$ cat src/hw/rtl/cpt_pkg.sv
// Package for the compression-context prefix table: operation and entry state
// codes, the stored entry type and the default table size.
// No dependencies.
`timescale 1ns / 1ps

package cpt_pkg;

  localparam int TABLE_ENTRIES_DEF = 16;

  // operation codes
  localparam logic [2:0] OP_ADD           = 3'd0;
  localparam logic [2:0] OP_REMOVE        = 3'd1;
  localparam logic [2:0] OP_REMOVE_ALL    = 3'd2;
  localparam logic [2:0] OP_LOOKUP_PREFIX = 3'd3;
  localparam logic [2:0] OP_LOOKUP_ID     = 3'd4;

  // entry state codes
  localparam logic [1:0] ST_FREE            = 2'd0;
  localparam logic [1:0] ST_COMPRESS        = 2'd1;
  localparam logic [1:0] ST_UNCOMPRESS_ONLY = 2'd2;

  typedef struct packed {
    logic [63:0] hi;
    logic [63:0] lo;
    logic [7:0]  len;
  } entry_t;

endpackage

$ cat src/hw/rtl/context_prefix_table.sv
// Compression-context prefix table: entry states in flops, prefixes and
// lengths in a single-port-read memory scanned by one shared masked comparator.
// Depends on cpt_pkg.
//
//   channel | direction | handshake             | payload
//   in_     | input     | in_valid / in_ready   | operation, address, length, id, flag
//   out_    | output    | out_valid / out_ready | hit, state, id, prefix, length
//
// Add, remove, remove-all and unused codes pass from the transfer through the result and output registers.
// Lookup by id goes through one registered memory read first.
// Lookup by prefix scans up to TABLE_ENTRIES entries, stopping at the first hit; one entry
// leaves the memory read port per cycle and meets the 128-bit masked comparator in the cycle after.
// in_ready is high only while the sequencer is idle; a result waiting on out_ready
// holds the sequencer only once the next result is ready too.
// Synchronous reset frees every entry; prefix memory is not cleared.
`timescale 1ns / 1ps

module context_prefix_table #(
  parameter int TABLE_ENTRIES = cpt_pkg::TABLE_ENTRIES_DEF
) (
  input  logic        clk,
  input  logic        rst_n,

  input  logic        in_valid,
  output logic        in_ready,
  input  logic [2:0]  in_operation,
  input  logic [63:0] in_addr_high,
  input  logic [63:0] in_addr_low,
  input  logic [7:0]  in_prefix_length,
  input  logic [3:0]  in_context_id,
  input  logic        in_compress_flag,

  output logic        out_valid,
  input  logic        out_ready,
  output logic        out_hit,
  output logic [1:0]  out_entry_state,
  output logic [3:0]  out_found_id,
  output logic [63:0] out_prefix_high,
  output logic [63:0] out_prefix_low,
  output logic [7:0]  out_found_length
);

  import cpt_pkg::*;

  localparam int IDX_W = (TABLE_ENTRIES > 1) ? $clog2(TABLE_ENTRIES) : 1;
  localparam int CNT_W = $clog2(TABLE_ENTRIES + 1);

  localparam logic [1:0] S_IDLE  = 2'd0;
  localparam logic [1:0] S_SCAN  = 2'd1;
  localparam logic [1:0] S_FETCH = 2'd2;
  localparam logic [1:0] S_OUT   = 2'd3;

  logic [1:0]       state_r, state_nxt;
  logic [1:0]       status_r [TABLE_ENTRIES];
  logic [1:0]       status_nxt [TABLE_ENTRIES];

  // captured item
  logic [63:0]      hi_r, hi_nxt;
  logic [63:0]      lo_r, lo_nxt;
  logic [3:0]       id_r, id_nxt;

  // scan pipeline
  logic [CNT_W-1:0] scan_r, scan_nxt;
  logic             rd_vld_r, rd_vld_nxt;
  logic [IDX_W-1:0] rd_idx_r, rd_idx_nxt;
  entry_t           rd_data_r;

  // pending result
  logic             res_hit_r, res_hit_nxt;
  logic [1:0]       res_state_r, res_state_nxt;
  logic [3:0]       res_id_r, res_id_nxt;
  logic [63:0]      res_hi_r, res_hi_nxt;
  logic [63:0]      res_lo_r, res_lo_nxt;
  logic [7:0]       res_len_r, res_len_nxt;

  // output register
  logic             out_valid_r, out_valid_nxt;
  logic             out_hit_r, out_hit_nxt;
  logic [1:0]       out_state_r, out_state_nxt;
  logic [3:0]       out_id_r, out_id_nxt;
  logic [63:0]      out_hi_r, out_hi_nxt;
  logic [63:0]      out_lo_r, out_lo_nxt;
  logic [7:0]       out_len_r, out_len_nxt;

  // memory port
  entry_t           mem [TABLE_ENTRIES];
  logic             mem_we;
  logic [IDX_W-1:0] mem_waddr;
  entry_t           mem_wdata;
  logic [IDX_W-1:0] rd_addr;

  logic             in_xfer;
  logic             id_ok;
  logic [IDX_W-1:0] in_idx;
  logic             scan_issue;
  logic [127:0]     cmp_mask;
  logic             cmp_match;
  logic             rd_used;

  assign in_ready  = (state_r == S_IDLE);
  assign in_xfer   = in_valid && in_ready;
  assign id_ok     = ({1'b0, in_context_id} < 5'(TABLE_ENTRIES));
  assign in_idx    = in_context_id[IDX_W-1:0];
  assign scan_issue = (state_r == S_SCAN) && (scan_r < CNT_W'(TABLE_ENTRIES));

  // shared comparator: leading len bits of the 128-bit word, len >= 128 is all
  always_comb begin
    for (int k = 0; k < 128; k++) begin
      cmp_mask[k] = (8'(127 - k) < rd_data_r.len);
    end
  end

  assign cmp_match = ((({hi_r, lo_r} ^ {rd_data_r.hi, rd_data_r.lo}) & cmp_mask) == 128'd0);
  assign rd_used   = (status_r[rd_idx_r] != ST_FREE);

  always_comb begin
    state_nxt     = state_r;
    status_nxt    = status_r;
    hi_nxt        = hi_r;
    lo_nxt        = lo_r;
    id_nxt        = id_r;
    scan_nxt      = scan_r;
    rd_vld_nxt    = 1'b0;
    rd_idx_nxt    = rd_idx_r;
    rd_addr       = in_idx;
    res_hit_nxt   = res_hit_r;
    res_state_nxt = res_state_r;
    res_id_nxt    = res_id_r;
    res_hi_nxt    = res_hi_r;
    res_lo_nxt    = res_lo_r;
    res_len_nxt   = res_len_r;
    out_valid_nxt = out_valid_r && !out_ready;
    out_hit_nxt   = out_hit_r;
    out_state_nxt = out_state_r;
    out_id_nxt    = out_id_r;
    out_hi_nxt    = out_hi_r;
    out_lo_nxt    = out_lo_r;
    out_len_nxt   = out_len_r;
    mem_we        = 1'b0;
    mem_waddr     = in_idx;
    mem_wdata     = '{hi: in_addr_high, lo: in_addr_low, len: in_prefix_length};

    case (state_r)
      S_IDLE: begin
        if (in_xfer) begin
          hi_nxt        = in_addr_high;
          lo_nxt        = in_addr_low;
          id_nxt        = in_context_id;
          // default result is a miss, all fields zero
          res_hit_nxt   = 1'b0;
          res_state_nxt = ST_FREE;
          res_id_nxt    = 4'd0;
          res_hi_nxt    = 64'd0;
          res_lo_nxt    = 64'd0;
          res_len_nxt   = 8'd0;
          state_nxt     = S_OUT;
          case (in_operation)
            OP_ADD: begin
              if (id_ok && status_r[in_idx] == ST_FREE) begin
                mem_we             = 1'b1;
                status_nxt[in_idx] = in_compress_flag ? ST_COMPRESS : ST_UNCOMPRESS_ONLY;
                res_hit_nxt        = 1'b1;
                res_state_nxt      = in_compress_flag ? ST_COMPRESS : ST_UNCOMPRESS_ONLY;
                res_id_nxt         = in_context_id;
                res_hi_nxt         = in_addr_high;
                res_lo_nxt         = in_addr_low;
                res_len_nxt        = in_prefix_length;
              end
            end
            OP_REMOVE: begin
              if (id_ok) begin
                status_nxt[in_idx] = ST_FREE;
              end
            end
            OP_REMOVE_ALL: begin
              for (int i = 0; i < TABLE_ENTRIES; i++) begin
                status_nxt[i] = ST_FREE;
              end
            end
            OP_LOOKUP_PREFIX: begin
              scan_nxt  = '0;
              state_nxt = S_SCAN;
            end
            OP_LOOKUP_ID: begin
              if (id_ok) begin
                rd_idx_nxt = in_idx;
                state_nxt  = S_FETCH;
              end
            end
            default: begin
            end
          endcase
        end
      end

      S_SCAN: begin
        rd_addr = scan_r[IDX_W-1:0];
        if (scan_issue) begin
          rd_vld_nxt = 1'b1;
          rd_idx_nxt = scan_r[IDX_W-1:0];
          scan_nxt   = scan_r + 1'b1;
        end
        if (rd_vld_r && rd_used && cmp_match) begin
          res_hit_nxt   = 1'b1;
          res_state_nxt = status_r[rd_idx_r];
          res_id_nxt    = 4'(rd_idx_r);
          res_hi_nxt    = rd_data_r.hi;
          res_lo_nxt    = rd_data_r.lo;
          res_len_nxt   = rd_data_r.len;
          rd_vld_nxt    = 1'b0;
          state_nxt     = S_OUT;
        end else if (rd_vld_r && rd_idx_r == IDX_W'(TABLE_ENTRIES - 1)) begin
          rd_vld_nxt = 1'b0;
          state_nxt  = S_OUT;
        end
      end

      S_FETCH: begin
        // read data for id_r landed this cycle
        if (rd_used) begin
          res_hit_nxt   = 1'b1;
          res_state_nxt = status_r[rd_idx_r];
          res_id_nxt    = id_r;
          res_hi_nxt    = rd_data_r.hi;
          res_lo_nxt    = rd_data_r.lo;
          res_len_nxt   = rd_data_r.len;
        end
        state_nxt = S_OUT;
      end

      S_OUT: begin
        if (!out_valid_r || out_ready) begin
          out_valid_nxt = 1'b1;
          out_hit_nxt   = res_hit_r;
          out_state_nxt = res_state_r;
          out_id_nxt    = res_id_r;
          out_hi_nxt    = res_hi_r;
          out_lo_nxt    = res_lo_r;
          out_len_nxt   = res_len_r;
          state_nxt     = S_IDLE;
        end
      end

      default: begin
        state_nxt = S_IDLE;
      end
    endcase
  end

  always_ff @(posedge clk) begin
    if (!rst_n) begin
      state_r     <= S_IDLE;
      out_valid_r <= 1'b0;
      rd_vld_r    <= 1'b0;
      scan_r      <= '0;
      for (int i = 0; i < TABLE_ENTRIES; i++) begin
        status_r[i] <= ST_FREE;
      end
    end else begin
      state_r     <= state_nxt;
      out_valid_r <= out_valid_nxt;
      rd_vld_r    <= rd_vld_nxt;
      scan_r      <= scan_nxt;
      status_r    <= status_nxt;
    end
  end

  always_ff @(posedge clk) begin
    hi_r        <= hi_nxt;
    lo_r        <= lo_nxt;
    id_r        <= id_nxt;
    rd_idx_r    <= rd_idx_nxt;
    res_hit_r   <= res_hit_nxt;
    res_state_r <= res_state_nxt;
    res_id_r    <= res_id_nxt;
    res_hi_r    <= res_hi_nxt;
    res_lo_r    <= res_lo_nxt;
    res_len_r   <= res_len_nxt;
    out_hit_r   <= out_hit_nxt;
    out_state_r <= out_state_nxt;
    out_id_r    <= out_id_nxt;
    out_hi_r    <= out_hi_nxt;
    out_lo_r    <= out_lo_nxt;
    out_len_r   <= out_len_nxt;
  end

  // prefix memory: one write, one registered read per cycle
  always_ff @(posedge clk) begin
    if (mem_we) begin
      mem[mem_waddr] <= mem_wdata;
    end
    rd_data_r <= mem[rd_addr];
  end

  assign out_valid        = out_valid_r;
  assign out_hit          = out_hit_r;
  assign out_entry_state  = out_state_r;
  assign out_found_id     = out_id_r;
  assign out_prefix_high  = out_hi_r;
  assign out_prefix_low   = out_lo_r;
  assign out_found_length = out_len_r;

endmodule
$ cat config.mk
export PLATFORM = sky130hd
export DESIGN_NAME = context_prefix_table
export DESIGN_NICKNAME = d
export VERILOG_FILES = /design/src/hw/rtl/cpt_pkg.sv /design/src/hw/rtl/context_prefix_table.sv
export SDC_FILE = /design/constraint.sdc
export NUM_CORES = 2
export LEC_CHECK = 0
export BUFFER_PORTS_ARGS = -buffer_cell sky130_fd_sc_hd__buf_4
export CORE_UTILIZATION = 50
export CTS_CLUSTER_SIZE = 24
export DETAILED_ROUTE_END_ITERATION = 10
export PLACE_DENSITY_LB_ADDON = 0.15
export SYNTH_ARGS = -nofsm -noshare
export SYNTH_HDL_FRONTEND = slang
export SYNTH_SLANG_ARGS = --single-unit
$ cat constraint.sdc
create_clock -name clk -period 26.5 [get_ports clk]
set_input_delay 1.325 -clock clk [delete_from_list [all_inputs] [get_ports clk]]
set_output_delay 1.325 -clock clk [all_outputs]
set_load 0.03 [all_outputs]
### Yosys cells after proc, flatten, opt, wreduce, memory -nomap -nowiden

Memories as Yosys holds them, arrays and structs flattened. A register that Yosys moved wholly into a read port is not among the register bits.
Cells that the tools add are included.

| cells by class | value |
|---|---|
| add/subtract/negate cells | 1 |
| multipliers | 0 |
| divide/modulo/power cells | 0 |
| magnitude comparators | 132 |
| equality and inequality tests | 17 |
| shift operators | 0 |
| multiplexer cells | 70 |
| bitwise operators | 8 |
| reduce and logical (&&, ||, !) cells | 26 |

Operators with widths:

| operator | count |
|---|---|
| 2-to-1 mux 64 bit | 10 |
| less-than comparator 7 x 8 -> 1 bit (first input constant) | 64 |
| one-hot mux 64 bit (3 select lines) | 2 |
| less-than comparator 6 x 8 -> 1 bit (first input constant) | 32 |
| AND 128 bit | 1 |
| logical NOT 128 bit | 1 |
| less-than comparator 5 x 8 -> 1 bit (first input constant) | 16 |
| bitwise XOR 128 bit | 1 |
| one-hot mux 32 bit (3 select lines) | 1 |
| less-than comparator 4 x 8 -> 1 bit (first input constant) | 8 |
| 2-to-1 mux 8 bit | 5 |
| 2-to-1 mux 4 bit | 9 |
| AND 32 bit | 1 |
| bitwise mux 32 bit | 1 |
| less-than comparator 3 x 8 -> 1 bit (first input constant) | 4 |
| 2-to-1 mux 32 bit | 1 |
| NOT 32 bit | 1 |
| 2-to-1 mux 2 bit | 15 |
| one-hot mux 8 bit (3 select lines) | 1 |
| binary-select mux 2 bit (select 4 bit) | 2 |
| less-than comparator 1 x 8 -> 1 bit (first input constant) | 2 |
| less-than comparator 2 x 8 -> 1 bit (first input constant) | 2 |
| AND reduction 4 bit | 4 |
| 2-to-1 mux 5 bit | 3 |
| 34 further kinds | 67 |

| word-level totals | value |
|---|---|
| bits in registers | 463 |
| latch bits | 0 |
| memory bits (writable) | 2,176 |
| ROM bits | 0 |
| input port bits | 148 |
| output and inout port bits | 145 |
| logic and storage cells | 291 |
| memories | 1 |

Memory list:

| name | words | width | rd ports | clocked after memory_dff | wr ports | line | RTL |
|---|---|---|---|---|---|---|---|
| mem | 16 | 136 | 1 | 1 | 1 | context_prefix_table.sv:86 | `entry_t mem [TABLE_ENTRIES];` |

### Depth between registers and ports, before layout

| logic depth | value |
|---|---|
| depth after elaboration | 11 |
| gate-level depth with buffers | 12 |
| depth with buffers taken out | 9 |

### Worst setup path before layout

No wires, ideal clock.

| timing | value |
|---|---|
| path type | reg-to-reg |
| from | register rd_data_r[0] (netlist name) |
| to | register res_hi_r[0] (enable) |
| arrival time | 17.637 ns |
| data required time | 25.420 ns |
| setup slack | 7.783 ns |
| cell stages (with the launch flop) | 12 |
| path buffers | 2 |
| period minus slack after synthesis | 18.717 ns |
| cells stage by stage | dfxtp_1 > buf_6 > or4_1 > buf_2 > a22oi_2 > nand4_1 > o31ai_2 > o2111ai_1 > or4_1 > o21ai_2 > inv_2 > a2111oi_1 |

| on the way | value |
|---|---|
| longest elaborated chain between the ends | 6 |

Ends and longest elaborated chain:

| what | line | RTL |
|---|---|---|
| less-than comparator 7 x 8 -> 1 bit, or another cell as far along | context_prefix_table.sv:109 | `cmp_mask[k] = (8'(127 - k) < rd_data_r.len);` |
| AND 128 bit (*) | context_prefix_table.sv:113 | `assign cmp_match = ((({hi_r, lo_r} ^ {rd_data_r.hi, rd_data_r.lo}) & cmp_mask) == 128'd0);` |
| logical NOT 128 bit (*) | context_prefix_table.sv:113 |  |
| logical AND 1 bit (*) | context_prefix_table.sv:203 | `if (rd_vld_r && rd_used && cmp_match) begin` |
| inequality test 2 x 1 -> 1 bit (no source line) (*) | -- |  |
| AND reduction 4 bit (no source line) (*) | -- |  |
| to (signal assigned) | context_prefix_table.sv:276 | `res_hi_r <= res_hi_nxt;` |
| to (decl) | context_prefix_table.sv:72 | `logic [63:0] res_hi_r, res_hi_nxt;` |

Every way passes the cells marked *; elsewhere a longest branch is shown, timed or not.
A chain may end at the register's enable or synchronous reset.

### Worst setup path after layout

| timing | value |
|---|---|
| from | register rd_data_r[2] (netlist name) |
| to | register res_hi_r[9] (enable) |

| on the way | value |
|---|---|
| longest elaborated chain between the ends | 6 |

Ends and longest elaborated chain:

| what | line |
|---|---|
| less-than comparator 7 x 8 -> 1 bit, or another cell as far along | context_prefix_table.sv:109 |
| AND 128 bit (*) | context_prefix_table.sv:113 |
| logical NOT 128 bit (*) | context_prefix_table.sv:113 |
| logical AND 1 bit (*) | context_prefix_table.sv:203 |
| inequality test 2 x 1 -> 1 bit (no source line) (*) | -- |
| AND reduction 4 bit (no source line) (*) | -- |

Marked as above.

==> results.json <==
{
  "violations": "capacitance limit, slew limit",
  "synth-edff-count": 2598,
  "drtIter0Drc": 8283,
  "cts-root-buf": "clkbuf_16",
  "htreeDepth": 5,
  "avgViaCountPerCell": 6.017,
  "ys_seq_elements": 2775,
  "start_kind": "flip-flop",
  "cp_max_fo": 57,
  "end_kind": "flip-flop",
  "post-route-drc-count": 0,
  "fmax_mhz": 154.9,
  "synthesis.nets": 8374,
  "reg2reg_from": "rd_data_r[2]",
  "vias": 68683,
  "start_util_pct": 50.54,
  "critical_path_buf_inv_count": 3,
  "drive_gt1_share_pct": 9.994,
  "worstPathCellList": "o21ai_1 > a21oi_1 > nor2_1 > a31oi_1 > nor4_1 > o2111ai_1 > o21ai_2 > inv_2 > a2111oi_2 > buf_4 > buf_4",
  "post_cts_resized": 0,
  "dieWidth_um": 465.9,
  "cts_setup_buffers": 0,
  "area_growth_syn_to_layout_pct": 13.20,
  "critPathTopFamily": "compound AO/OA/AOI/OAI gates",
  "numPortBuffers": 292,
  "layout_common_cells": "edfxtp_1, nand2_1, nand3_1, buf_4, clkbuf_16",
  "fin_crit_sh_pct": 24.36,
  "cp.required_ns": 27.02,
  "cts_tree": "done",
  "slew_headroom_pct": -6.007,
  "grt_start_max_net_pins": 207,
  "hold_depth": 0,
  "rsz0062_at_grt": "no",
  "finalWorstSetupSlack_ns": 20.04,
  "layout_commonest_cell": "edfxtp_1",
  "finalSetupViolations": 0,
  "holdBufCountCts": 0,
  "cpMaxStageDelayCell": "o21ai_1",
  "critPathMaxStageDelay_ns": 1.37,
  "grt_pass1_wl_mm": 441.7,
  "insertion_delay_ns": 0.95,
  "fin_nets": 8521,
  "synth_cell_types": 66,
  "cp_data_arrival_time_ns": 6.97,
  "r2r_end": "res_hi_r[9]",
  "antenna_found_initial": 22,
  "ios": 293,
  "hold_path_end": "out_prefix_high[9]",
  "ys_warn_count": 0,
  "groute.usage.overall_pct": 27.57,
  "fp.dieArea_um2": 217100,
  "gp_congestion": 0.8181,
  "hold_slack_ns": 0.3901,
  "finalWirelength_mm": 303.9,
  "fin_cells": 11415,
  "peakVddDrop_mv": 0.1232,
  "antenna_left": 0,
  "critical_path_class": "reg2reg",
  "final_hold_viol_count": 0,
  "die_h_um": 465.9,
  "wl_per_cell_um": 26.62,
  "clkTransAtPathRegs_ns": 0.06,
  "first_pass_iters": 6,
  "worst_slew_pin_slew_ns": 1.580,
  "ys.flop_type": "edfxtp_1",
  "period_minus_slack_ns": 6.457,
  "r2r_slack_ns": 20.04,
  "rows": 169,
  "worstHoldStart": "res_hi_r[9]",
  "dp_hpwl_mm": 158.8,
  "finalMaxSlewViolations": 9,
  "syn_inst": 8220,
  "outcome": "finished, violations left",
  "leakagePower_nw": 42.03,
  "clockBufferDepth": 4,
  "yosysSeqAreaShare_pct": 75.79,
  "dp_slack_ns": 20.30,
  "synth_area_um2": 107600,
  "core_region_area_um2": 212900,
  "overflow": 0,
  "crit_top_cell": "buf_4",
  "worst_r2r_path_depth": 11,
  "skew_ns": 0.05284,
  "cellPowerDensity_nw_per_um2": 99.60,
  "cts_buffers": 298,
  "place_inst": 10887,
  "hp-class": "reg2reg",
  "grt_pass1_vias": 64998,
  "cap_violations": 1,
  "numClockSinks": 2775,
  "syn_avg_cell_area_um2": 13.09,
  "tns_ns": 0,
  "async_reset_ff_share_pct": 0
}
==> state kept, by name, indices dropped and copies added, names as in the netlist, 64 cells and up, named ones only <==
signal           cells
rd_data_r          136
res_hi_r            64
mem               2176
out_prefix_high     64
lo_r                64
out_prefix_low      64
res_lo_r            64
hi_r                64
==> synthesized netlist by cell type, types with 7 or more instances <==
cell	instances	area, µm²
o2111ai_1	10	87.58
o22ai_1	10	62.56
mux2i_1	12	120.1
dfxtp_1	177	3543
xor2_1	79	691.9
nor3_1	37	185.2
buf_2	7	35.03
mux4_2	9	202.7
o21ai_0	257	1286
nor2_1	43	161.4
a311oi_1	272	2382
nand4_1	9	56.30
buf_1	28	105.1
nand3_1	1097	5490
nand2_1	2479	9305
clkbuf_1	503	1888
xnor2_1	51	446.7
and3_1	176	1101
a211oi_1	9	67.56
a31oi_1	143	894.6
nor4_1	7	43.79
a21oi_1	78	390.4
nand2b_1	38	237.7
edfxtp_1	2598	78010
==> how the worst max path moves through the flow <==
stage	start	end	slack, ns	depth (start not counted)
after global routing	rd_data_r[5]	res_hi_r[9]	20.05	11
after CTS	rd_data_r[2]	res_lo_r[61]	20.29	11
after floorplan	rd_data_r[0]	res_hi_r[0]	7.78	11
final	rd_data_r[2]	res_hi_r[9]	20.04	11
after detailed placement	rd_data_r[2]	res_lo_r[41]	20.30	11
after global placement	rd_data_r[2]	res_lo_r[44]	20.33	11
==> logic make-up after synthesis <==
logic type               count (synthesis)  share of synthesized area [%]
AO/OA/AOI/OAI                          810                          5.048
XOR/XNOR                               130                          1.058
adder cells (fa/ha/maj)                  7                        0.07906
buffers and inverters                  557                          2.042
flip-flops                            2775                          75.79
multiplexers                            22                         0.3104
AND/OR/NAND/NOR                       3919                          15.68
==> metrics by stage <==
stage / total power, mW / utilization, % / cell area (µm²)
6_report: 12.13 / 57.21 / 121800
4_1_cts: 12.16 / 57.20 / 121800
3_5_place_dp: 8.136 / 52.78 / 112400
5_1_grt: 12.54 / 57.21 / 121800
2_1_floorplan: 7.074 / - / 107600
3_3_place_gp: 8.110 / 52.78 / 112400
==> power by group <==
part           total, mW  leakage (nW)  switching, mW  internal (mW)
Clock               4.05          4.61           1.65           2.40
Sequential          5.55          25.1          0.304           5.24
Combinational       2.53          12.3           1.87          0.665
Total               12.1          42.0           3.82           8.31
==> routing by layer <==
| metal | share of wire [%] | global-route usage [%] | vias to the layer above | wire length (µm) |
|---|---|---|---|---|
| li1 | - | - | 30400 | - |
| met1 | 42 | 39.67 | 34524 | 126800 |
| met2 | 46 | 42.69 | 3242 | 140500 |
| met3 | 8.8 | 4.837 | 501 | 26680 |
| met4 | 3.2 | 9.151 | 16 | 9821 |
| met5 | 0.030 | 0 | - | 92 |
==> final cells by class <==
class,instances,area [µm²]
fillers,16894,91110
flip-flops and latches,2775,81560
multi-input cells,4888,24030
clock buffers,403,8273
well taps,2821,3530
repair buffers,396,3227
clock inverters,115,1125
inverters,8,57.56
diodes,9,22.52
Power figures use the tool's default switching activity.
